$ cat config.mk
export PLATFORM = sky130hd
export DESIGN_NAME = atmb_back
export DESIGN_NICKNAME = d
export VERILOG_FILES = /design/src/design/atmb_pkg.sv /design/src/design/atmb_back.sv
export SDC_FILE = /design/constraint.sdc
export NUM_CORES = 2
export LEC_CHECK = 0
export BUFFER_PORTS_ARGS = -buffer_cell sky130_fd_sc_hd__buf_2
export CAP_MARGIN = 20
export CORE_AREA = 2 2 267 269
export CTS_CLUSTER_DIAMETER = 100
export DETAILED_ROUTE_END_ITERATION = 16
export DIE_AREA = 0 0 269 271
export PLACE_DENSITY = 0.79
export SLEW_MARGIN = 20
export SYNTH_ARGS = -nofsm -noshare
export SYNTH_HDL_FRONTEND = slang
export SYNTH_SLANG_ARGS = --single-unit
$ cat constraint.sdc
create_clock -name clock -period 28 [get_ports clock]
set_input_delay 2.8 -clock clock [delete_from_list [all_inputs] [get_ports clock]]
set_output_delay 2.8 -clock clock [all_outputs]
set_load 0.05 [all_outputs]
$ cat src/design/atmb_pkg.sv
// Shared types, constants and elaboration-time helpers for the
// scale-rotate-translate matrix builder. No dependencies.
`timescale 1ns / 1ps
`default_nettype none

package atmb_pkg;

   localparam int ELEM_W         = 32;
   localparam int ANGLE_FIELD_W  = 12;
   localparam int AXIS_W         = 2;
   localparam int INDEX_W        = 4;
   localparam int DEF_ANGLE_BITS = 12;
   localparam int DEF_FRAC_BITS  = 16;
   localparam int MAX_FRAC_BITS  = 24;
   localparam int TRIG_W         = MAX_FRAC_BITS + 2;
   localparam int QUEUE_DEPTH    = 2;

   localparam logic [INDEX_W-1:0] LAST_INDEX = INDEX_W'(15);
   localparam logic [1:0]         TRANS_ROW  = 2'd3;

   localparam logic [AXIS_W-1:0] AXIS_X = 2'd0;
   localparam logic [AXIS_W-1:0] AXIS_Y = 2'd1;
   localparam logic [AXIS_W-1:0] AXIS_Z = 2'd2;

   localparam int ROT_CODE_W = 3;
   localparam logic [ROT_CODE_W-1:0] ROT_ZERO    = 3'd0;
   localparam logic [ROT_CODE_W-1:0] ROT_ONE     = 3'd1;
   localparam logic [ROT_CODE_W-1:0] ROT_COS     = 3'd2;
   localparam logic [ROT_CODE_W-1:0] ROT_SIN     = 3'd3;
   localparam logic [ROT_CODE_W-1:0] ROT_NEG_SIN = 3'd4;

   localparam logic [63:0] HALF_PI_Q62 = 64'h6487ED5110B4611A;

   typedef struct packed {
      logic signed [ELEM_W-1:0] offset_x;
      logic signed [ELEM_W-1:0] offset_y;
      logic signed [ELEM_W-1:0] offset_z;
      logic signed [ELEM_W-1:0] scale_x;
      logic signed [ELEM_W-1:0] scale_y;
      logic signed [ELEM_W-1:0] scale_z;
      logic [ANGLE_FIELD_W-1:0] turn_angle;
      logic [AXIS_W-1:0]        turn_axis;
   } atmb_req_type;

   typedef struct packed {
      logic [INDEX_W-1:0]       element_index;
      logic signed [ELEM_W-1:0] element_value;
      logic                     last_element;
   } atmb_rsp_type;

   typedef struct packed {
      logic signed [ELEM_W-1:0] offset_x;
      logic signed [ELEM_W-1:0] offset_y;
      logic signed [ELEM_W-1:0] offset_z;
      logic signed [ELEM_W-1:0] scale_x;
      logic signed [ELEM_W-1:0] scale_y;
      logic signed [ELEM_W-1:0] scale_z;
      logic [AXIS_W-1:0]        turn_axis;
      logic signed [TRIG_W-1:0] sin_val;
      logic signed [TRIG_W-1:0] cos_val;
   } atmb_cmd_type;

   function automatic logic [ROT_CODE_W-1:0] rot_code(input logic [AXIS_W-1:0] axis,
                                                      input logic [1:0] row,
                                                      input logic [1:0] col);
      logic [ROT_CODE_W-1:0] code;
      code = (row == col) ? ROT_ONE : ROT_ZERO;
      case (axis)
         AXIS_X: begin
            if ((row == 2'd1 && col == 2'd1) || (row == 2'd2 && col == 2'd2)) code = ROT_COS;
            if (row == 2'd1 && col == 2'd2) code = ROT_SIN;
            if (row == 2'd2 && col == 2'd1) code = ROT_NEG_SIN;
         end
         AXIS_Y: begin
            if ((row == 2'd0 && col == 2'd0) || (row == 2'd2 && col == 2'd2)) code = ROT_COS;
            if (row == 2'd2 && col == 2'd0) code = ROT_SIN;
            if (row == 2'd0 && col == 2'd2) code = ROT_NEG_SIN;
         end
         AXIS_Z: begin
            if ((row == 2'd0 && col == 2'd0) || (row == 2'd1 && col == 2'd1)) code = ROT_COS;
            if (row == 2'd0 && col == 2'd1) code = ROT_SIN;
            if (row == 2'd1 && col == 2'd0) code = ROT_NEG_SIN;
         end
         default: begin
            code = (row == col) ? ROT_ONE : ROT_ZERO;
         end
      endcase
      return code;
   endfunction

   // Upper bits of a Q62 by Q62 product, kept as Q62.
   function automatic logic [63:0] mul_q62(input logic [63:0] a, input logic [63:0] b);
      logic [127:0] p;
      p = {64'd0, a} * {64'd0, b};
      return p[125:62];
   endfunction

   // Taylor term divisor (n+1)(n+2) for odd n.
   function automatic logic [63:0] div_step(input logic [63:0] t, input int n);
      logic [63:0] q;
      case (n)
         1:       q = t / 64'd6;
         3:       q = t / 64'd20;
         5:       q = t / 64'd42;
         7:       q = t / 64'd72;
         9:       q = t / 64'd110;
         11:      q = t / 64'd156;
         13:      q = t / 64'd210;
         15:      q = t / 64'd272;
         17:      q = t / 64'd342;
         19:      q = t / 64'd420;
         21:      q = t / 64'd506;
         23:      q = t / 64'd600;
         25:      q = t / 64'd702;
         27:      q = t / 64'd812;
         29:      q = t / 64'd930;
         31:      q = t / 64'd1056;
         33:      q = t / 64'd1190;
         35:      q = t / 64'd1332;
         37:      q = t / 64'd1482;
         39:      q = t / 64'd1640;
         41:      q = t / 64'd1806;
         43:      q = t / 64'd1980;
         45:      q = t / 64'd2162;
         47:      q = t / 64'd2352;
         49:      q = t / 64'd2550;
         51:      q = t / 64'd2756;
         53:      q = t / 64'd2970;
         55:      q = t / 64'd3192;
         57:      q = t / 64'd3422;
         default: q = t / 64'd3660;
      endcase
      return q;
   endfunction

   // Quarter-wave sine entry k of 2^qbits, rounded to frac fraction bits.
   function automatic logic [31:0] sine_value(input int k, input int qbits, input int frac);
      logic [63:0]  fr;
      logic [63:0]  x;
      logic [63:0]  x2;
      logic [63:0]  term;
      logic [63:0]  sum;
      logic [63:0]  r;
      logic [127:0] p;
      logic         minus;
      int           n;
      int           it;
      fr = 64'(k) << (64 - qbits);
      p = {64'd0, fr} * {64'd0, HALF_PI_Q62};
      x = p[127:64];
      x2 = mul_q62(x, x);
      term = x;
      sum = x;
      n = 1;
      minus = 1'b1;
      for (it = 0; it < 30; it++) begin
         if (term != 64'd0) begin
            term = div_step(mul_q62(term, x2), n);
            n = n + 2;
            sum = minus ? (sum - term) : (sum + term);
            minus = !minus;
         end
      end
      r = (sum + (64'd1 << (61 - frac))) >> (62 - frac);
      if (r > (64'd1 << frac)) r = 64'd1 << frac;
      return r[31:0];
   endfunction

endpackage

`default_nettype wire

$ cat src/design/atmb_back.sv
// Back end of the matrix builder: walks the sixteen elements of the head
// command through a multiply stage and a rounding stage. Uses atmb_pkg.
`timescale 1ns / 1ps
`default_nettype none

module atmb_back #(
   parameter int FRAC_BITS = atmb_pkg::DEF_FRAC_BITS
) (
   input  wire                    clock,
   input  wire                    reset,
   input  wire                    head_valid,
   output logic                   head_pop,
   input  atmb_pkg::atmb_cmd_type head_item,
   output logic                   rsp_valid,
   input  wire                    rsp_stall,
   output atmb_pkg::atmb_rsp_type rsp_item
);

   localparam int ELEM_W  = atmb_pkg::ELEM_W;
   localparam int TRIG_W  = atmb_pkg::TRIG_W;
   localparam int INDEX_W = atmb_pkg::INDEX_W;
   localparam int PROD_W  = ELEM_W + TRIG_W;
   localparam int HIGH_W  = PROD_W - ELEM_W + 1;

   localparam logic signed [TRIG_W-1:0] TRIG_ONE = TRIG_W'(2 ** FRAC_BITS);
   localparam logic signed [ELEM_W-1:0] ELEM_ONE = ELEM_W'(2 ** FRAC_BITS);
   localparam logic signed [PROD_W-1:0] HALF_LSB = PROD_W'(2 ** (FRAC_BITS - 1));
   localparam logic signed [ELEM_W-1:0] ELEM_MAX = {1'b0, {(ELEM_W - 1){1'b1}}};
   localparam logic signed [ELEM_W-1:0] ELEM_MIN = {1'b1, {(ELEM_W - 1){1'b0}}};

   logic                           advance;
   logic                           issue;
   logic [INDEX_W-1:0]             idx_ff;
   logic [INDEX_W-1:0]             idx_in;
   logic [1:0]                     row;
   logic [1:0]                     col;
   logic [atmb_pkg::ROT_CODE_W-1:0] code;
   logic signed [ELEM_W-1:0]       op_a;
   logic signed [TRIG_W-1:0]       op_b;
   logic signed [PROD_W-1:0]       prod_in;
   logic                           prod_valid_ff;
   logic signed [PROD_W-1:0]       prod_ff;
   logic [INDEX_W-1:0]             prod_idx_ff;
   logic signed [PROD_W-1:0]       rounded;
   logic [HIGH_W-1:0]              high_bits;
   logic signed [ELEM_W-1:0]       value_in;
   logic                           rsp_valid_ff;
   atmb_pkg::atmb_rsp_type         rsp_item_ff;

   assign advance  = !rsp_valid_ff || !rsp_stall;
   assign issue    = advance && head_valid;
   assign head_pop = issue && (idx_ff == atmb_pkg::LAST_INDEX);
   assign idx_in   = issue ? idx_ff + 1'b1 : idx_ff;

   assign row = idx_ff[3:2];
   assign col = idx_ff[1:0];

   always_comb begin
      code = atmb_pkg::rot_code(head_item.turn_axis, row, col);
      op_b = TRIG_ONE;
      if (row == atmb_pkg::TRANS_ROW) begin
         case (col)
            2'd0:    op_a = head_item.offset_x;
            2'd1:    op_a = head_item.offset_y;
            2'd2:    op_a = head_item.offset_z;
            default: op_a = ELEM_ONE;
         endcase
      end else begin
         case (row)
            2'd0:    op_a = head_item.scale_x;
            2'd1:    op_a = head_item.scale_y;
            default: op_a = head_item.scale_z;
         endcase
         case (code)
            atmb_pkg::ROT_ONE:     op_b = TRIG_ONE;
            atmb_pkg::ROT_COS:     op_b = head_item.cos_val;
            atmb_pkg::ROT_SIN:     op_b = head_item.sin_val;
            atmb_pkg::ROT_NEG_SIN: op_b = -head_item.sin_val;
            default:               op_b = '0;
         endcase
      end
      prod_in = op_a * op_b;
   end

   always_comb begin
      rounded   = (prod_ff + HALF_LSB) >>> FRAC_BITS;
      high_bits = rounded[PROD_W-1:ELEM_W-1];
      if (high_bits == '0 || high_bits == '1) begin
         value_in = rounded[ELEM_W-1:0];
      end else if (rounded[PROD_W-1]) begin
         value_in = ELEM_MIN;
      end else begin
         value_in = ELEM_MAX;
      end
   end

   always_ff @(posedge clock) begin
      if (reset) begin
         idx_ff        <= '0;
         prod_valid_ff <= 1'b0;
         rsp_valid_ff  <= 1'b0;
      end else begin
         idx_ff <= idx_in;
         if (advance) begin
            prod_valid_ff <= issue;
            rsp_valid_ff  <= prod_valid_ff;
         end
      end
   end

   always_ff @(posedge clock) begin
      if (advance) begin
         prod_ff                   <= prod_in;
         prod_idx_ff               <= idx_ff;
         rsp_item_ff.element_index <= prod_idx_ff;
         rsp_item_ff.element_value <= value_in;
         rsp_item_ff.last_element  <= (prod_idx_ff == atmb_pkg::LAST_INDEX);
      end
   end

   assign rsp_valid = rsp_valid_ff;
   assign rsp_item  = rsp_item_ff;

   midway_needs_head: assert property (@(posedge clock) disable iff (reset)
      (idx_ff != '0) |-> head_valid)
      else $error("Element counter is mid-matrix with no command at the queue head.");

   stall_holds_product: assert property (@(posedge clock) disable iff (reset)
      (rsp_valid_ff && rsp_stall) |=> ($stable(prod_valid_ff) && $stable(prod_idx_ff)))
      else $error("Product stage moved while the result register was stalled.");

   pop_after_last: assert property (@(posedge clock) disable iff (reset)
      head_pop |=> (prod_valid_ff && prod_idx_ff == atmb_pkg::LAST_INDEX))
      else $error("Command left the queue without its last element entering the multiplier.");

endmodule

`default_nettype wire

==> out/summary.txt <==
Synth area leaders - fa_1 49%, inv_1 10%, edfxtp_1 7.2%
Seq/Total Area, Yosys - 7.586%
hold_buf cts - 0
routed len/inst - 22.51 um
WL met2 - 51940 um
CP Buf/Inv Count - 6
worst reg2reg path endpoint - prod_ff[57]
DR iter-0 viols - 2959
initial antenna violation count - 19
vias in the first global route - 31000
Worst-path clk slew - 70 ps
core area - 69790 um2
status - finished, final reports clean
uppermost layer routed - met5
CP Data Arrival Time - 13390 ps
FMAX - 75.37 MHz
Nets - 5325
DP HPWL - 91950 um
fraction of layout cells with a size suffix above 1 - 10.82%
worst r2r src - idx_ff[0]
Post-Syn Area per Cell - 8.950 um2
Worst Min Path Start - prod_idx_ff[3]
post-layout min period - 13270 ps
slowest CP cell - and3_1
Distinct cells, synth - 75
Synth area leader - fa_1
GPL Wtd Cong - 1.032
Max-cap violations - 0
Post-synth EDFFs - 84
post-route ant nets - 0
post-synthesis adder-cell area fraction - 54.77%
RSZ-0062 raised after global routing - false
largest fanout on the critical path - 23
Post-CTS Setup Bufs - 0
HP Class - reg2reg
H-tree levels - 3
syn_nets - 5155
Sum Neg Setup Slack - 0 ps
GRT Util Overall - 32.22%
largest family of logic cells by synthesized area - adder cells
TritonCTS Sinks - 90
clk_lat worst skew - 410 ps
crit end category - register
Clock Skew - 35.03 ps
total number of vias - 28930
simple-gate share of the synthesized area - 13.89%
Synthesis Warnings - 0
Total Routed Length - 113100 um
Max Root-Sink Buffers - 2
max incr delay on CP - 940 ps
Hold Path Cell Cnt - 0
multiplexer area fraction after synthesis - 1.132%
Die H - 271 um
Worst EP required - 28130 ps
Starting Density - 49.91%
row count - 97
Largest delay share family, worst path - simple AND/OR/NAND/NOR gates
Chip Width - 269 um
CTS tree - yes
Synth Area in XOR/XNOR - 2.414%
Syn Inst Count - 3892
Die Area - 72900 um2
most used cell, CP - fa_1
reg-to-reg slack, setup - 15730 ps
largest net degree at the start of global routing - 69
GR Overflow Total - 0
post-synthesis compound-gate area fraction - 7.967%
#FFs+latches synth - 90
relative slew slack - 24.25%
first-pass GRT wire length - 174900 um
io pins - 289
Port Buffers - 288
Setup violations, final - 0
via/cell ratio - 5.756
Synth top area share - 49.02%
final hold vios - 0
top_reg_cell synth - edfxtp_1
final max-slew violation count - 0
fin crit share - 47.39%
Post-Route M1 WL - 38010 um
R2R cell count - 36
Crit Path Class - in2reg
drt drc - 0
clock root buffer - clkbuf_16
wire length on met3 - 13050 um
total CTS buffers - 9
cts repair resizes - 0
area grow syn2layout - 8.204%
ys async rst share - 0%
Startpoint Class - primary input
drt first pass iters - 9
mapped cell area - 34830 um2
Worst Hold Path EP - rsp_item[36]
Worst Max-Slew Pin Slew - 1136 ps
-- placed cells by master (no fill, tap or decap), drive strengths merged, types with 10 or more instances in the layout --
cell type  netlist  layout
o221a           32      32
nand2b          22      22
inv            938     940
nor3            30      30
o21ai           42      42
o221ai          31      31
a21oi           94      94
nand3           32      32
buf             33     351
nor2b           19      19
diode            0      19
xor2            34      34
o21bai          13      13
a221o           13      13
edfxtp          84      84
ha             160     160
nand4           21      21
a222oi          32      32
nand2          598     598
fa             853     853
or3             16      16
clkbuf         159      10
xnor2           62      62
and2            25      25
nor2           359     359
a21o            40      40
mux2i           36      36
-- registers in the layout (all words and copies together), names as in the netlist --
register and flops:
rsp_valid 1, idx_ff 4, prod_idx_ff 4, prod_valid_ff 1, prod_ff 43, rsp_item 37
-- kinds of logic after synthesis --
family          after synthesis
flops                        90
fa+ha+maj                  1013
buf+inv                    1130
simple gates               1156
xor+xnor                     96
mux                          39
compound gates              368
-- routing by layer --
layer,track usage (%),vias to the layer above
li1,-,12110
met1,36.99,14440
met2,50.55,1773
met3,10.16,599
met4,23.58,2
met5,0,-
-- synthesized netlist by cell type (5+ instances only) --
library cell / number
xnor2_1: 62
a211oi_1: 8
a221o_1: 13
or3_1: 15
and3_1: 6
nand3_1: 32
o221a_2: 32
o221ai_1: 31
inv_1: 937
nand2b_1: 22
nand2_1: 598
a222oi_1: 32
buf_2: 9
dfxtp_1: 6
clkbuf_1: 159
nand4_1: 21
o31ai_1: 5
and2_1: 25
o21bai_1: 13
a21oi_1: 94
buf_1: 21
a31oi_1: 8
nor2_1: 359
nor3_1: 29
fa_1: 853
mux2i_1: 36
ha_1: 160
edfxtp_1: 84
a21o_1: 40
o21ai_0: 38
nor4_1: 6
xor2_1: 34
a21boi_0: 5
nor2b_1: 19
-- metrics by stage --
step	std cells	setup slack [ps]	hold slack, ps	instance area (um2)	util, %
5_1_grt	5022	14150	479.3	37680	53.99
2_1_floorplan	3892	16100	418.0	34830	-
6_report	5026	14730	452.3	37690	54.01
3_3_place_gp	4991	14740	436.9	37310	53.47
4_1_cts	5007	14950	453.0	37640	53.94
3_5_place_dp	4991	14580	435.8	37310	53.47
-- worst reg2reg max path, delay by kind of cell (launching register included) --
kind / cells / cell delay [ps]
adder cells (fa/ha/maj): 9 / 4720
AO/OA/AOI/OAI: 15 / 3550
buffers and inverters: 8 / 1530
AND/OR/NAND/NOR: 3 / 1490
flip-flops: 1 / 640
XOR/XNOR: 1 / 80
-- worst max path at each step --
| stage | start | end | slack, ps | cells after the start |
|---|---|---|---|---|
| final | head_item[26] | prod_ff[49] | 14730 | 35 |
| after global routing | head_item[26] | prod_ff[57] | 14150 | 38 |
| after CTS | head_item[26] | prod_ff[49] | 14950 | 35 |
| after detailed placement | head_item[27] | prod_ff[49] | 14580 | 33 |
| after global placement | head_item[27] | prod_ff[57] | 14740 | 35 |
| after floorplan | head_item[27] | prod_ff[45] | 16100 | 35 |
-- layout make-up --
cell class / instances / area (um2)
Antenna cell: 19 / 47.55
Clock buffer: 10 / 229.0
Clock inverter: 6 / 97.59
Fill cell: 6227 / 32100
Inverter: 938 / 3521
Multi-Input combinational cell: 2672 / 28060
Sequential cell: 90 / 2645
Tap cell: 940 / 1176
Timing Repair Buffer: 351 / 1914
Power is left out: the tool's default activity adds up to more than one toggle a clock period on the data nets, which glitch-free logic cannot reach.
