==> config.mk <==
export PLATFORM = sky130hd
export DESIGN_NAME = atmb_queue
export DESIGN_NICKNAME = d
export VERILOG_FILES = /design/src/design/atmb_pkg.sv /design/src/design/atmb_queue.sv
export SDC_FILE = /design/constraint.sdc
export NUM_CORES = 1
export LEC_CHECK = 0
export ABC_AREA = 1
export ABC_CLOCK_PERIOD_IN_PS = 11100
export BUFFER_PORTS_ARGS = -buffer_cell sky130_fd_sc_hd__buf_2
export CORE_ASPECT_RATIO = 0.6
export CORE_MARGIN = 4
export CORE_UTILIZATION = 42
export CTS_CLUSTER_SIZE = 25
export DETAILED_ROUTE_END_ITERATION = 10
export PLACE_DENSITY = 0.75
export SETUP_SLACK_MARGIN = 0.3
export SYNTH_ARGS = -nofsm -noshare
export SYNTH_HDL_FRONTEND = slang
export SYNTH_SLANG_ARGS = --single-unit
==> constraint.sdc <==
create_clock -name clock -period 11.1 [get_ports clock]
set_input_delay 0.555 -clock clock [delete_from_list [all_inputs] [get_ports clock]]
set_output_delay 0.555 -clock clock [all_outputs]
set_load 0.02 [all_outputs]
==> src/design/atmb_pkg.sv <==
// Shared types, constants and elaboration-time helpers for the
// scale-rotate-translate matrix builder. No dependencies.
`timescale 1ns / 1ps
`default_nettype none

package atmb_pkg;

   localparam int ELEM_W         = 32;
   localparam int ANGLE_FIELD_W  = 12;
   localparam int AXIS_W         = 2;
   localparam int INDEX_W        = 4;
   localparam int DEF_ANGLE_BITS = 12;
   localparam int DEF_FRAC_BITS  = 16;
   localparam int MAX_FRAC_BITS  = 24;
   localparam int TRIG_W         = MAX_FRAC_BITS + 2;
   localparam int QUEUE_DEPTH    = 2;

   localparam logic [INDEX_W-1:0] LAST_INDEX = INDEX_W'(15);
   localparam logic [1:0]         TRANS_ROW  = 2'd3;

   localparam logic [AXIS_W-1:0] AXIS_X = 2'd0;
   localparam logic [AXIS_W-1:0] AXIS_Y = 2'd1;
   localparam logic [AXIS_W-1:0] AXIS_Z = 2'd2;

   localparam int ROT_CODE_W = 3;
   localparam logic [ROT_CODE_W-1:0] ROT_ZERO    = 3'd0;
   localparam logic [ROT_CODE_W-1:0] ROT_ONE     = 3'd1;
   localparam logic [ROT_CODE_W-1:0] ROT_COS     = 3'd2;
   localparam logic [ROT_CODE_W-1:0] ROT_SIN     = 3'd3;
   localparam logic [ROT_CODE_W-1:0] ROT_NEG_SIN = 3'd4;

   localparam logic [63:0] HALF_PI_Q62 = 64'h6487ED5110B4611A;

   typedef struct packed {
      logic signed [ELEM_W-1:0] offset_x;
      logic signed [ELEM_W-1:0] offset_y;
      logic signed [ELEM_W-1:0] offset_z;
      logic signed [ELEM_W-1:0] scale_x;
      logic signed [ELEM_W-1:0] scale_y;
      logic signed [ELEM_W-1:0] scale_z;
      logic [ANGLE_FIELD_W-1:0] turn_angle;
      logic [AXIS_W-1:0]        turn_axis;
   } atmb_req_type;

   typedef struct packed {
      logic [INDEX_W-1:0]       element_index;
      logic signed [ELEM_W-1:0] element_value;
      logic                     last_element;
   } atmb_rsp_type;

   typedef struct packed {
      logic signed [ELEM_W-1:0] offset_x;
      logic signed [ELEM_W-1:0] offset_y;
      logic signed [ELEM_W-1:0] offset_z;
      logic signed [ELEM_W-1:0] scale_x;
      logic signed [ELEM_W-1:0] scale_y;
      logic signed [ELEM_W-1:0] scale_z;
      logic [AXIS_W-1:0]        turn_axis;
      logic signed [TRIG_W-1:0] sin_val;
      logic signed [TRIG_W-1:0] cos_val;
   } atmb_cmd_type;

   function automatic logic [ROT_CODE_W-1:0] rot_code(input logic [AXIS_W-1:0] axis,
                                                      input logic [1:0] row,
                                                      input logic [1:0] col);
      logic [ROT_CODE_W-1:0] code;
      code = (row == col) ? ROT_ONE : ROT_ZERO;
      case (axis)
         AXIS_X: begin
            if ((row == 2'd1 && col == 2'd1) || (row == 2'd2 && col == 2'd2)) code = ROT_COS;
            if (row == 2'd1 && col == 2'd2) code = ROT_SIN;
            if (row == 2'd2 && col == 2'd1) code = ROT_NEG_SIN;
         end
         AXIS_Y: begin
            if ((row == 2'd0 && col == 2'd0) || (row == 2'd2 && col == 2'd2)) code = ROT_COS;
            if (row == 2'd2 && col == 2'd0) code = ROT_SIN;
            if (row == 2'd0 && col == 2'd2) code = ROT_NEG_SIN;
         end
         AXIS_Z: begin
            if ((row == 2'd0 && col == 2'd0) || (row == 2'd1 && col == 2'd1)) code = ROT_COS;
            if (row == 2'd0 && col == 2'd1) code = ROT_SIN;
            if (row == 2'd1 && col == 2'd0) code = ROT_NEG_SIN;
         end
         default: begin
            code = (row == col) ? ROT_ONE : ROT_ZERO;
         end
      endcase
      return code;
   endfunction

   // Upper bits of a Q62 by Q62 product, kept as Q62.
   function automatic logic [63:0] mul_q62(input logic [63:0] a, input logic [63:0] b);
      logic [127:0] p;
      p = {64'd0, a} * {64'd0, b};
      return p[125:62];
   endfunction

   // Taylor term divisor (n+1)(n+2) for odd n.
   function automatic logic [63:0] div_step(input logic [63:0] t, input int n);
      logic [63:0] q;
      case (n)
         1:       q = t / 64'd6;
         3:       q = t / 64'd20;
         5:       q = t / 64'd42;
         7:       q = t / 64'd72;
         9:       q = t / 64'd110;
         11:      q = t / 64'd156;
         13:      q = t / 64'd210;
         15:      q = t / 64'd272;
         17:      q = t / 64'd342;
         19:      q = t / 64'd420;
         21:      q = t / 64'd506;
         23:      q = t / 64'd600;
         25:      q = t / 64'd702;
         27:      q = t / 64'd812;
         29:      q = t / 64'd930;
         31:      q = t / 64'd1056;
         33:      q = t / 64'd1190;
         35:      q = t / 64'd1332;
         37:      q = t / 64'd1482;
         39:      q = t / 64'd1640;
         41:      q = t / 64'd1806;
         43:      q = t / 64'd1980;
         45:      q = t / 64'd2162;
         47:      q = t / 64'd2352;
         49:      q = t / 64'd2550;
         51:      q = t / 64'd2756;
         53:      q = t / 64'd2970;
         55:      q = t / 64'd3192;
         57:      q = t / 64'd3422;
         default: q = t / 64'd3660;
      endcase
      return q;
   endfunction

   // Quarter-wave sine entry k of 2^qbits, rounded to frac fraction bits.
   function automatic logic [31:0] sine_value(input int k, input int qbits, input int frac);
      logic [63:0]  fr;
      logic [63:0]  x;
      logic [63:0]  x2;
      logic [63:0]  term;
      logic [63:0]  sum;
      logic [63:0]  r;
      logic [127:0] p;
      logic         minus;
      int           n;
      int           it;
      fr = 64'(k) << (64 - qbits);
      p = {64'd0, fr} * {64'd0, HALF_PI_Q62};
      x = p[127:64];
      x2 = mul_q62(x, x);
      term = x;
      sum = x;
      n = 1;
      minus = 1'b1;
      for (it = 0; it < 30; it++) begin
         if (term != 64'd0) begin
            term = div_step(mul_q62(term, x2), n);
            n = n + 2;
            sum = minus ? (sum - term) : (sum + term);
            minus = !minus;
         end
      end
      r = (sum + (64'd1 << (61 - frac))) >> (62 - frac);
      if (r > (64'd1 << frac)) r = 64'd1 << frac;
      return r[31:0];
   endfunction

endpackage

`default_nettype wire

==> src/design/atmb_queue.sv <==
// Short command queue between the front end and the element sequencer.
// Uses atmb_pkg for the command type and depth.
`timescale 1ns / 1ps
`default_nettype none

module atmb_queue (
   input  wire                    clock,
   input  wire                    reset,
   input  wire                    push_valid,
   output logic                   push_stall,
   input  atmb_pkg::atmb_cmd_type push_item,
   output logic                   head_valid,
   input  wire                    head_pop,
   output atmb_pkg::atmb_cmd_type head_item
);

   localparam int DEPTH = atmb_pkg::QUEUE_DEPTH;
   localparam int PTR_W = (DEPTH > 1) ? $clog2(DEPTH) : 1;
   localparam int CNT_W = $clog2(DEPTH + 1);
   localparam logic [PTR_W-1:0] LAST_PTR = PTR_W'(DEPTH - 1);
   localparam logic [CNT_W-1:0] FULL_CNT = CNT_W'(DEPTH);

   atmb_pkg::atmb_cmd_type entry_ff [DEPTH];
   logic [PTR_W-1:0]       wr_ptr_ff;
   logic [PTR_W-1:0]       wr_ptr_in;
   logic [PTR_W-1:0]       rd_ptr_ff;
   logic [PTR_W-1:0]       rd_ptr_in;
   logic [CNT_W-1:0]       count_ff;
   logic [CNT_W-1:0]       count_in;
   logic                   push;
   logic                   pop;

   assign push_stall = (count_ff == FULL_CNT);
   assign head_valid = (count_ff != '0);
   assign head_item  = entry_ff[rd_ptr_ff];
   assign push       = push_valid && !push_stall;
   assign pop        = head_pop && head_valid;

   always_comb begin
      wr_ptr_in = wr_ptr_ff;
      rd_ptr_in = rd_ptr_ff;
      count_in  = count_ff;
      if (push) begin
         wr_ptr_in = (wr_ptr_ff == LAST_PTR) ? '0 : wr_ptr_ff + 1'b1;
      end
      if (pop) begin
         rd_ptr_in = (rd_ptr_ff == LAST_PTR) ? '0 : rd_ptr_ff + 1'b1;
      end
      if (push && !pop) begin
         count_in = count_ff + 1'b1;
      end else if (pop && !push) begin
         count_in = count_ff - 1'b1;
      end
   end

   always_ff @(posedge clock) begin
      if (reset) begin
         wr_ptr_ff <= '0;
         rd_ptr_ff <= '0;
         count_ff  <= '0;
      end else begin
         wr_ptr_ff <= wr_ptr_in;
         rd_ptr_ff <= rd_ptr_in;
         count_ff  <= count_in;
      end
   end

   always_ff @(posedge clock) begin
      if (push) begin
         entry_ff[wr_ptr_ff] <= push_item;
      end
   end

endmodule

`default_nettype wire

==> flow_metrics.tcl, run 1 <==
set metrics [dict create \
    status "completed" \
    min-delay-start "push_item[110]" \
    cts_tree "yes" \
    clk_pin_slew_ns 0.07 \
    p_switching_w 0.001513 \
    p_clk_share_pct 28.0 \
    setup_viol 0 \
    p_sw_share_pct 29.21 \
    max_slew_margin_pct 27.53 \
    crit_buf_inv 3 \
    routedWlPerCell_um 20.08 \
    p_comb_share_pct 24.7 \
    hold_viol_final 0 \
    ir_drop_v 0.0001342 \
    synth_flop_cell "edfxtp_1" \
    yosysSeqAreaShare_pct 82.00 \
    routed_via_density 4.858 \
    critPathSlowestCell "buf_4" \
    ys_seq_elements 497 \
    cts-htree-levels 2 \
    r2r_slack_ns 8.11 \
    dieArea_mm2 0.04669 \
    holdPathEnd "entry_ff[1][110]" \
    fin_worst_skew_ns 0.01360 \
    grt_pass1_wl_mm 57.82 \
    p_int_w 0.003665 \
    setup_slack_ns 6.849 \
    synth.largest_area_cell "edfxtp_1" \
    ys_warn_count 0 \
    syn-instance-count 802 \
    cp_cell_sequence "buf_4 -> buf_4 -> mux2_2 -> buf_2" \
    drt_iter0_markers 700 \
    track_usage_pct 15.85 \
    synth-edff-count 492 \
    synthTopCellsByArea "edfxtp_1 (81%), mux2_2 (15%), clkbuf_8 (1.5%)" \
    syn-num-nets 1053 \
    cpPeakStageDelay_ns 0.88 \
    synth_area_mm2 0.01814 \
    start_kind "register" \
    hp-class "in2reg" \
    cp.arrival_ns 3.70 \
    start_util_pct 42.95 \
    clockBufferDepth 3 \
    whs_ns 0.1929 \
    power_density_mw_per_mm2 230.7 \
    p_leak_nw 8.297 \
    cp_top_family "buffers and inverters" \
    cts-root-buf "clkbuf_16" \
    drtAntennaViolNets 0 \
    drive_above_1_share_pct 60.00 \
    nets 1580 \
    cts-buffers-inserted 44 \
    place.gp.congestion 0.7882 \
    port_buffers 497 \
    holdPathStages 1 \
    cts_resized 0 \
    nFillCells 3322 \
    multi_input_area_mm2 0.002895 \
    vias 9400 \
    r2r_cells 5 \
    post_cts_buffers 0 \
    clock_sinks 497 \
    drtPass1Iterations 6 \
    area_growth_pct 23.76 \
    grt_remaining_overflow 0 \
    synth_top_area_share_pct 81.45 \
    required_ns 10.55 \
    avgSynthCellArea_um2 22.62 \
    rows 58 \
    worst_slew_pin_slew_ns 1.087 \
    crit_fanout 80 \
    endpoint_kind "output pin" \
    seqPwrFrac_pct 47.3 \
    fmax_mhz 235.2 \
    r2r-end "entry_ff[0][3]" \
    postLayoutCoreUtil_pct 53.15 \
    grt_start_max_net_pins 81 \
    grt_pass1_vias 9897 \
    rsz0062_at_grt "false" \
    clock_latency_ns 0.54 \
    finalMaxSlewViolations 0 \
    post-place-ws_ns 7.428 \
    synth.most_common_cell "edfxtp_1" \
    path_class "reg2out" \
    synthTopCellsByCount "edfxtp_1 (492), mux2_2 (246), clkbuf_8 (20)" \
    reg2reg_from "count_ff[1]" \
    min_period_over_period_pct 38.30 \
    cts_hold_buf 0 \
    synthArstFlopShare_pct 0 \
    finalCriticalPeriod_ns 4.251 \
    drt_wl_total_mm 38.85 \
    regArea_mm2 0.01488 \
    crit_top_cell "buf_4" \
    drv_cap 0 \
    antenna_found_initial 10 \
    drc 0 \
    core-area_mm2 0.04224 \
    die_y_um 169.0 \
    ios 498 \
    yosysUniqueCellTypes 13 \
    hpwl_mm 26.39 \
    die_w_um 276.3 \
]
layout make-up:
class / count / area share [%]
repair buffers: 508 / 11.45
multi-input cells: 270 / 12.90
clock buffers: 55 / 5.184
flip-flops and latches: 497 / 66.28
well taps: 570 / 3.177
clock inverters: 22 / 0.8249
diodes: 5 / 0.05574
inverters: 8 / 0.1338
state kept, by name, indices dropped and copies added (netlist names), named ones only:
| name | cells |
|---|---|
| entry_ff | 492 |
| rd_ptr_ff | 1 |
| count_ff | 2 |
| wr_ptr_ff | 1 |
how the worst max path moves through the flow:
stage / depth (start not counted) / to / start
floorplan: 2 / entry_ff[0][0] / push_valid
finish: 4 / head_item[6] / register
CTS: 4 / head_item[6] / register
global route: 4 / head_item[51] / register
global placement: 4 / head_item[51] / register
detailed placement: 4 / head_item[2] / register
cell families (layout without fill, tap and decap cells):
kind of cell | after synthesis | count (layout) | share of synthesized area (%)
flops | 497 | 497 | 82.00
mux | 246 | 246 | 15.27
buf+inv | 35 | 593 | 2.118
simple gates | 18 | 18 | 0.4001
compound gates | 5 | 5 | 0.1379
fa+ha+maj | 1 | 1 | 0.06897
other cells | 0 | 5 | 0
power groups by stage:
stage	clock network [W]	logic (W)	registers, W
2_1_floorplan	0	0.000919	0.00257
3_3_place_gp	0	0.00128	0.00248
3_5_place_dp	0	0.00129	0.00249
4_1_cts	0.00150	0.00130	0.00245
5_1_grt	0.00158	0.00136	0.00247
6_report	0.00145	0.00128	0.00245
per-layer routing:
metal	vias up	part of all wire, %	track usage [%]
met5	-	0.054	0
met4	4	2.4	4.693
met3	71	7.6	5.018
met2	379	50	26.99
met1	4691	40	19.65
li1	4255	-	-
worst reg2reg max path: stages, from the launching register on:
cell and delay, ns:
dfxtp_1 0.31, inv_1 0.11, o21ai_0 0.29, nor2_4 0.19
buf_4 0.67, buf_4 0.89
placed cells by master, fill, tap and decap left out, drive strengths merged:
| cell | count |
|---|---|
| a21oi | 2 |
| buf | 508 |
| bufinv | 3 |
| clkbuf | 55 |
| clkinv | 16 |
| clkinvlp | 1 |
| dfxtp | 5 |
| diode | 5 |
| edfxtp | 492 |
| ha | 1 |
| inv | 10 |
| mux2 | 246 |
| nand2 | 7 |
| nand3 | 2 |
| nand4 | 1 |
| nor2 | 8 |
| o21ai | 3 |
stage by stage:
stage | cells | total power (W) | setup TNS, ns | instance area [um^2]
floorplan | 802 | 0.003485 | -323.54 | 18140
global placement | 1853 | 0.003755 | 0 | 21090
detailed placement | 1853 | 0.003782 | 0 | 21090
CTS | 1930 | 0.005250 | 0 | 22440
global route | 1935 | 0.005416 | 0 | 22450
finish | 1935 | 0.005178 | 0 | 22450
(Power assumes the default switching activity.)
==> inputs of run 2 (changes only) <==
--- a/config.mk
+++ b/config.mk
@@ -6,7 +6,7 @@
 export NUM_CORES = 1
 export LEC_CHECK = 0
 export ABC_AREA = 1
-export ABC_CLOCK_PERIOD_IN_PS = 11100
+export ABC_CLOCK_PERIOD_IN_PS = 3500
 export BUFFER_PORTS_ARGS = -buffer_cell sky130_fd_sc_hd__buf_2
 export CORE_ASPECT_RATIO = 0.6
 export CORE_MARGIN = 4
==> constraint.sdc (replaced) <==
create_clock -name clock -period 3.5 [get_ports clock]
set_input_delay 0.175 -clock clock [delete_from_list [all_inputs] [get_ports clock]]
set_output_delay 0.175 -clock clock [all_outputs]
set_load 0.02 [all_outputs]
==> flow_metrics.tcl, run 2 (synthesized netlist as in run 1, its figures left out) <==
set metrics [dict create \
    top_regs "entry_ff x492, count_ff x2" \
    clock_latency_ns 0.53 \
    m1WireLength_mm 16.29 \
    core-area_mm2 0.04224 \
    final_common_cell "buf_2" \
    largest_register "entry_ff" \
    start_util_pct 42.95 \
    drtPass1Iterations 4 \
    drtAntennaViolNets 0 \
    place_area_mm2 0.02128 \
    fmax_mhz 397.7 \
    cts-buffers-inserted 45 \
    hold_viol_final 0 \
    grt_pass1_vias 11530 \
    grt_remaining_overflow 0 \
    clk_pin_slew_ns 0.07 \
    cp.arrival_ns 2.34 \
    status "completed" \
    finalMaxSlewViolations 0 \
    port_buffers 497 \
    die_y_um 169.0 \
    die_w_um 276.3 \
    dr_wl_met3_mm 2.914 \
    routed_via_density 4.775 \
    start_kind "register" \
    cts-root-buf "clkbuf_16" \
    track_usage_pct 18.01 \
    max_slew_margin_pct 43.23 \
    setup_viol 0 \
    ir_drop_v 0.0005414 \
    hpwl_mm 26.63 \
    dieArea_mm2 0.04669 \
    nFillCells 2988 \
    cts_tree "yes" \
    ios 498 \
    vias 10470 \
    rsz0062_at_grt "false" \
    drv_cap 0 \
    endpoint_kind "output pin" \
    grt_start_max_net_pins 119 \
    nets 1838 \
    worst_slew_pin_slew_ns 0.8516 \
    p_leak_nw 9.450 \
    largest_register_ffs 492 \
    path_class "reg2out" \
    clock_sinks 497 \
    maxUsedRoutingLayer "met4" \
    fin_area_mm2 0.02521 \
    routedWlPerCell_um 19.81 \
    drt_wl_total_mm 43.42 \
    final_cell_mix "buf_2 (497), edfxtp_1 (492), dlygate4sd3_1 (248)" \
    clockBufferDepth 3 \
    wl_met2_mm 22.93 \
    power_density_mw_per_mm2 679.5 \
    crit_fanout 41 \
    required_ns 3.32 \
    fin_worst_skew_ns 0.009991 \
    hp-class "in2reg" \
    area_growth_pct 39.00 \
    rows 58 \
    drc 0 \
    cts-htree-levels 2 \
    grt_pass1_wl_mm 66.15 \
    place.gp.congestion 0.8215 \
    min_period_over_period_pct 71.84 \
    finalCriticalPeriod_ns 2.514 \
    p_total_w 0.01713 \
    antenna_found_initial 3 \
    drt_iter0_markers 615 \
    drive_above_1_share_pct 51.64 \
]
## run 2: cell count changes in the layout (fill, tap and decap cells not counted), sizes merged
cell and delta:
dlygate4sd3 +248, inv -1, diode -2, bufinv +2, clkinvlp +3, buf +9, clkinv -1, clkbuf -1
## run 2: final cells by class
cell class,instances,area (um^2),area share [%]
antenna,3,7.507,0.02978
inverter,8,30.03,0.1191
tap,570,713.2,2.829
multi-input combinational,270,2907,11.53
sequential,497,14880,59.02
clock inverter,25,262.8,1.042
timing repair buffer,765,5233,20.75
clock buffer,54,1180,4.680
## run 2: final timing paths
check	from	end	slack [ns]	cells after the start
max	register	head_item[43]	0.99	3
min	push_valid	wr_ptr_ff	0.04	4
max reg2reg	count_ff[1]	entry_ff[1][83]	1.72	4
min reg2reg	wr_ptr_ff	wr_ptr_ff	0.52	2
## run 2: per-stage QoR
stage	cells	setup slack (ns)	util (%)	hold WS, ns	TNS (ns)
2_1_floorplan	802	-1.030	-	0.2739	-503.20
3_3_place_gp	1862	1.501	50.39	0.3618	0
3_5_place_dp	1862	1.476	50.39	0.3658	0
4_1_cts	2189	0.9005	59.68	0.009533	0
5_1_grt	2192	0.8569	59.70	0.06249	0
6_report	2192	0.9856	59.70	0.04378	0
## run 2: timing repair
item / CTS / global route
setup buffers: 0 / 0
endpoints found under the hold margin: 497 / 0
hold buffers: 248 / 0
resized for setup: 0 / 0
## run 2: power by group
| group | switching [W] | internal (W) | leakage, nW | total, W |
|---|---|---|---|---|
| clock | 0.00209 | 0.00278 | 0.699 | 0.00487 |
| combinational | 0.00270 | 0.00180 | 4.12 | 0.00449 |
| sequential | 0.000245 | 0.00752 | 4.63 | 0.00777 |
## run 2: worst max-delay path, stage by stage, from the launching register on
cell	delay (ns)
dfxtp_4	0.80
buf_4	0.41
mux2_2	0.39
buf_2	0.16
## run 2: layer usage
layer	vias to the layer above	global-route usage (%)
li1	4759	-
met1	5209	20.87
met2	415	32.90
met3	83	4.715
met4	0	5.827
met5	-	0
==> inputs of run 3 (changes only) <==
--- a/config.mk
+++ b/config.mk
@@ -5,15 +5,15 @@
 export SDC_FILE = /design/constraint.sdc
 export NUM_CORES = 1
 export LEC_CHECK = 0
-export ABC_AREA = 1
-export ABC_CLOCK_PERIOD_IN_PS = 3500
+export ABC_AREA = 0
+export ABC_CLOCK_PERIOD_IN_PS = 2440
 export BUFFER_PORTS_ARGS = -buffer_cell sky130_fd_sc_hd__buf_2
 export CORE_ASPECT_RATIO = 0.6
 export CORE_MARGIN = 4
 export CORE_UTILIZATION = 42
 export CTS_CLUSTER_SIZE = 25
 export DETAILED_ROUTE_END_ITERATION = 10
-export PLACE_DENSITY = 0.75
+export PLACE_DENSITY = 0.72
 export SETUP_SLACK_MARGIN = 0.3
 export SYNTH_ARGS = -nofsm -noshare
 export SYNTH_HDL_FRONTEND = slang
==> constraint.sdc (replaced) <==
create_clock -name clock -period 2.44 [get_ports clock]
set_input_delay 0.122 -clock clock [delete_from_list [all_inputs] [get_ports clock]]
set_output_delay 0.122 -clock clock [all_outputs]
set_load 0.02 [all_outputs]
==> flow_metrics.tcl, run 3 <==
set metrics [dict create \
    grt_start_max_net_pins 77 \
    synthTopCellsByCount "edfxtp_1 (492), mux2_2 (246), buf_6 (27)" \
    cts_tree "yes" \
    p_int_w 0.01775 \
    start_kind "register" \
    area_growth_pct 40.39 \
    fmax_mhz 479.8 \
    min_period_over_period_pct 85.42 \
    status "completed" \
    critPathSlowestCell "dfxtp_4" \
    ir_drop_v 0.0006836 \
    cts-buffers-inserted 45 \
    hpwl_mm 27.79 \
    clock_latency_ns 0.53 \
    cp_top_family "buffers and inverters" \
    syn-instance-count 790 \
    required_ns 2.32 \
    fin_area_mm2 0.02537 \
    cp.arrival_ns 1.96 \
    cts-htree-levels 2 \
    synth-edff-count 492 \
    top_regs "entry_ff x492, count_ff x2" \
    p_switching_w 0.007641 \
    drtAntennaViolNets 0 \
    drtPass1Iterations 5 \
    whs_ns 0.3108 \
    finalMaxSlewViolations 0 \
    syn-num-nets 1041 \
    core-area_mm2 0.04216 \
    largest_register_ffs 492 \
    drc 0 \
    clockBufferDepth 3 \
    grt_remaining_overflow 0 \
    drt_iter0_markers 578 \
    synth.largest_area_cell "edfxtp_1" \
    rows 58 \
    clk_pin_slew_ns 0.06 \
    yosysUniqueCellTypes 14 \
    worst_slew_pin_slew_ns 0.4546 \
    synthArstFlopShare_pct 0 \
    rsz0062_at_grt "true" \
    grt_pass1_vias 11350 \
    antenna_found_initial 4 \
    avgSynthCellArea_um2 22.87 \
    finalCriticalPeriod_ns 2.084 \
    drt_wl_total_mm 44.06 \
    routedWlPerCell_um 20.10 \
    vias 10470 \
    cts-root-buf "clkbuf_16" \
    place.gp.congestion 0.8145 \
    hp-class "in2reg" \
    die_y_um 168.7 \
    final_cell_mix "buf_2 (497), edfxtp_1 (492), dlygate4sd3_1 (250)" \
    start_util_pct 42.85 \
    track_usage_pct 18.32 \
    cpPeakStageDelay_ns 0.44 \
    yosysSeqAreaShare_pct 82.32 \
    ios 498 \
    die_w_um 275.8 \
    fin_worst_skew_ns 0.01341 \
    routed_via_density 4.774 \
    grt_pass1_wl_mm 65.72 \
    nFillCells 2980 \
    synth.most_common_cell "edfxtp_1" \
    final_common_cell "buf_2" \
    clock_sinks 497 \
    setup_viol 0 \
    nets 1838 \
    port_buffers 497 \
    p_clk_share_pct 26.9 \
    p_sw_share_pct 30.10 \
    synth_area_mm2 0.01807 \
    seqPwrFrac_pct 43.2 \
    cp_cell_sequence "buf_12 -> mux2_2 -> buf_2" \
    ys_warn_count 0 \
    max_slew_margin_pct 69.69 \
    synthTopCellsByArea "edfxtp_1 (82%), mux2_2 (15%), buf_6 (1.7%)" \
    endpoint_kind "output pin" \
    ys_seq_elements 497 \
    p_leak_nw 9.504 \
    dieArea_mm2 0.04651 \
    path_class "reg2out" \
    synth_flop_cell "edfxtp_1" \
    crit_fanout 73 \
    largest_register "entry_ff" \
    power_density_mw_per_mm2 1001 \
    crit_buf_inv 2 \
    place_area_mm2 0.02139 \
    synth_top_area_share_pct 81.77 \
    drive_above_1_share_pct 51.79 \
    p_comb_share_pct 29.8 \
    drv_cap 0 \
    hold_viol_final 0 \
]
-- run 3: changes by cell type in the layout (fill, tap and decap cells not counted), moves of 3 or more --
| cell | before | now |
|---|---|---|
| buf_12 | 9 | 14 |
| clkinv_2 | 8 | 4 |
| nand2_1 | 7 | 0 |
| clkbuf_1 | 7 | 10 |
| clkinv_1 | 6 | 11 |
| inv_1 | 7 | 1 |
| xor2_1 | 0 | 3 |
-- run 3: cell families (layout without fill, tap and decap cells) --
kind of cell	Yosys count	after routing	synth area share, %
DFF	497	497	82.32
muxes	246	246	15.33
buffers and inverters	29	857	1.724
and+or+nand+nor	9	9	0.2701
AOI/OAI and AO/OA	5	5	0.1385
xor gates and xnor gates	3	3	0.1454
adders and majority gates	1	1	0.06924
other	0	4	0
-- run 3: path summary, 6_finish.rpt --
kind	from	endpoint	slack, ns	cells past startpoint
worst max-delay path	register	head_item[213]	0.36	3
worst max register to register	count_ff[1]	entry_ff[0][12]	0.58	4
worst min register to register	rd_ptr_ff	rd_ptr_ff	0.50	2
worst min-delay path	push_item[173]	entry_ff[1][173]	0.31	2
-- run 3: metrics by stage --
step	std cells	setup TNS, ns	util [%]	power [W]	setup slack [ns]
3_3_place_gp	1857	0	50.73	0.01817	0.6228
6_report	2192	0	60.16	0.02539	0.3558
2_1_floorplan	790	-656.98	-	0.01599	-2.338
3_5_place_dp	1857	0	50.73	0.01828	0.6040
4_1_cts	2188	0	60.12	0.02559	0.3025
5_1_grt	2192	0	60.16	0.02652	0.2759
-- run 3: per-layer routing --
layer	part of all wire [%]	global-route usage, %	vias up
li1	-	-	4753
met1	39	22.43	5269
met2	51	32.21	362
met3	6.8	4.761	81
met4	2.9	5.444	0
met5	0	0	-
-- run 3: cell type report --
cell class              count  area [um^2]  area share (%)
flip-flops and latches    497        14880           58.66
repair buffers            777         5455           21.51
multi-input cells         264         2895           11.41
clock buffers              55         1164           4.587
well taps                 570        713.2           2.812
clock inverters            23        236.5          0.9323
inverters                   2        11.26         0.04439
diodes                      4        10.01         0.03946
-- run 3: power by group through the flow --
| stage | Clock, W | Sequential, W | Combinational (W) |
|---|---|---|---|
| 6_report | 0.00684 | 0.0110 | 0.00758 |
| 5_1_grt | 0.00745 | 0.0111 | 0.00801 |
| 4_1_cts | 0.00703 | 0.0110 | 0.00759 |
| 3_5_place_dp | 0 | 0.0112 | 0.00711 |
| 3_3_place_gp | 0 | 0.0111 | 0.00707 |
| 2_1_floorplan | 0 | 0.0112 | 0.00477 |
-- run 3: what timing repair did --
item / 4_1_cts / 5_1_grt
setup endpoints to repair: 220 / 48
buffers inserted: 2 / 0
gates resized for setup: 1 / 1
cloned: 1 / 0
hold endpoints to repair: 497 / 0
hold buffers: 250 / 0
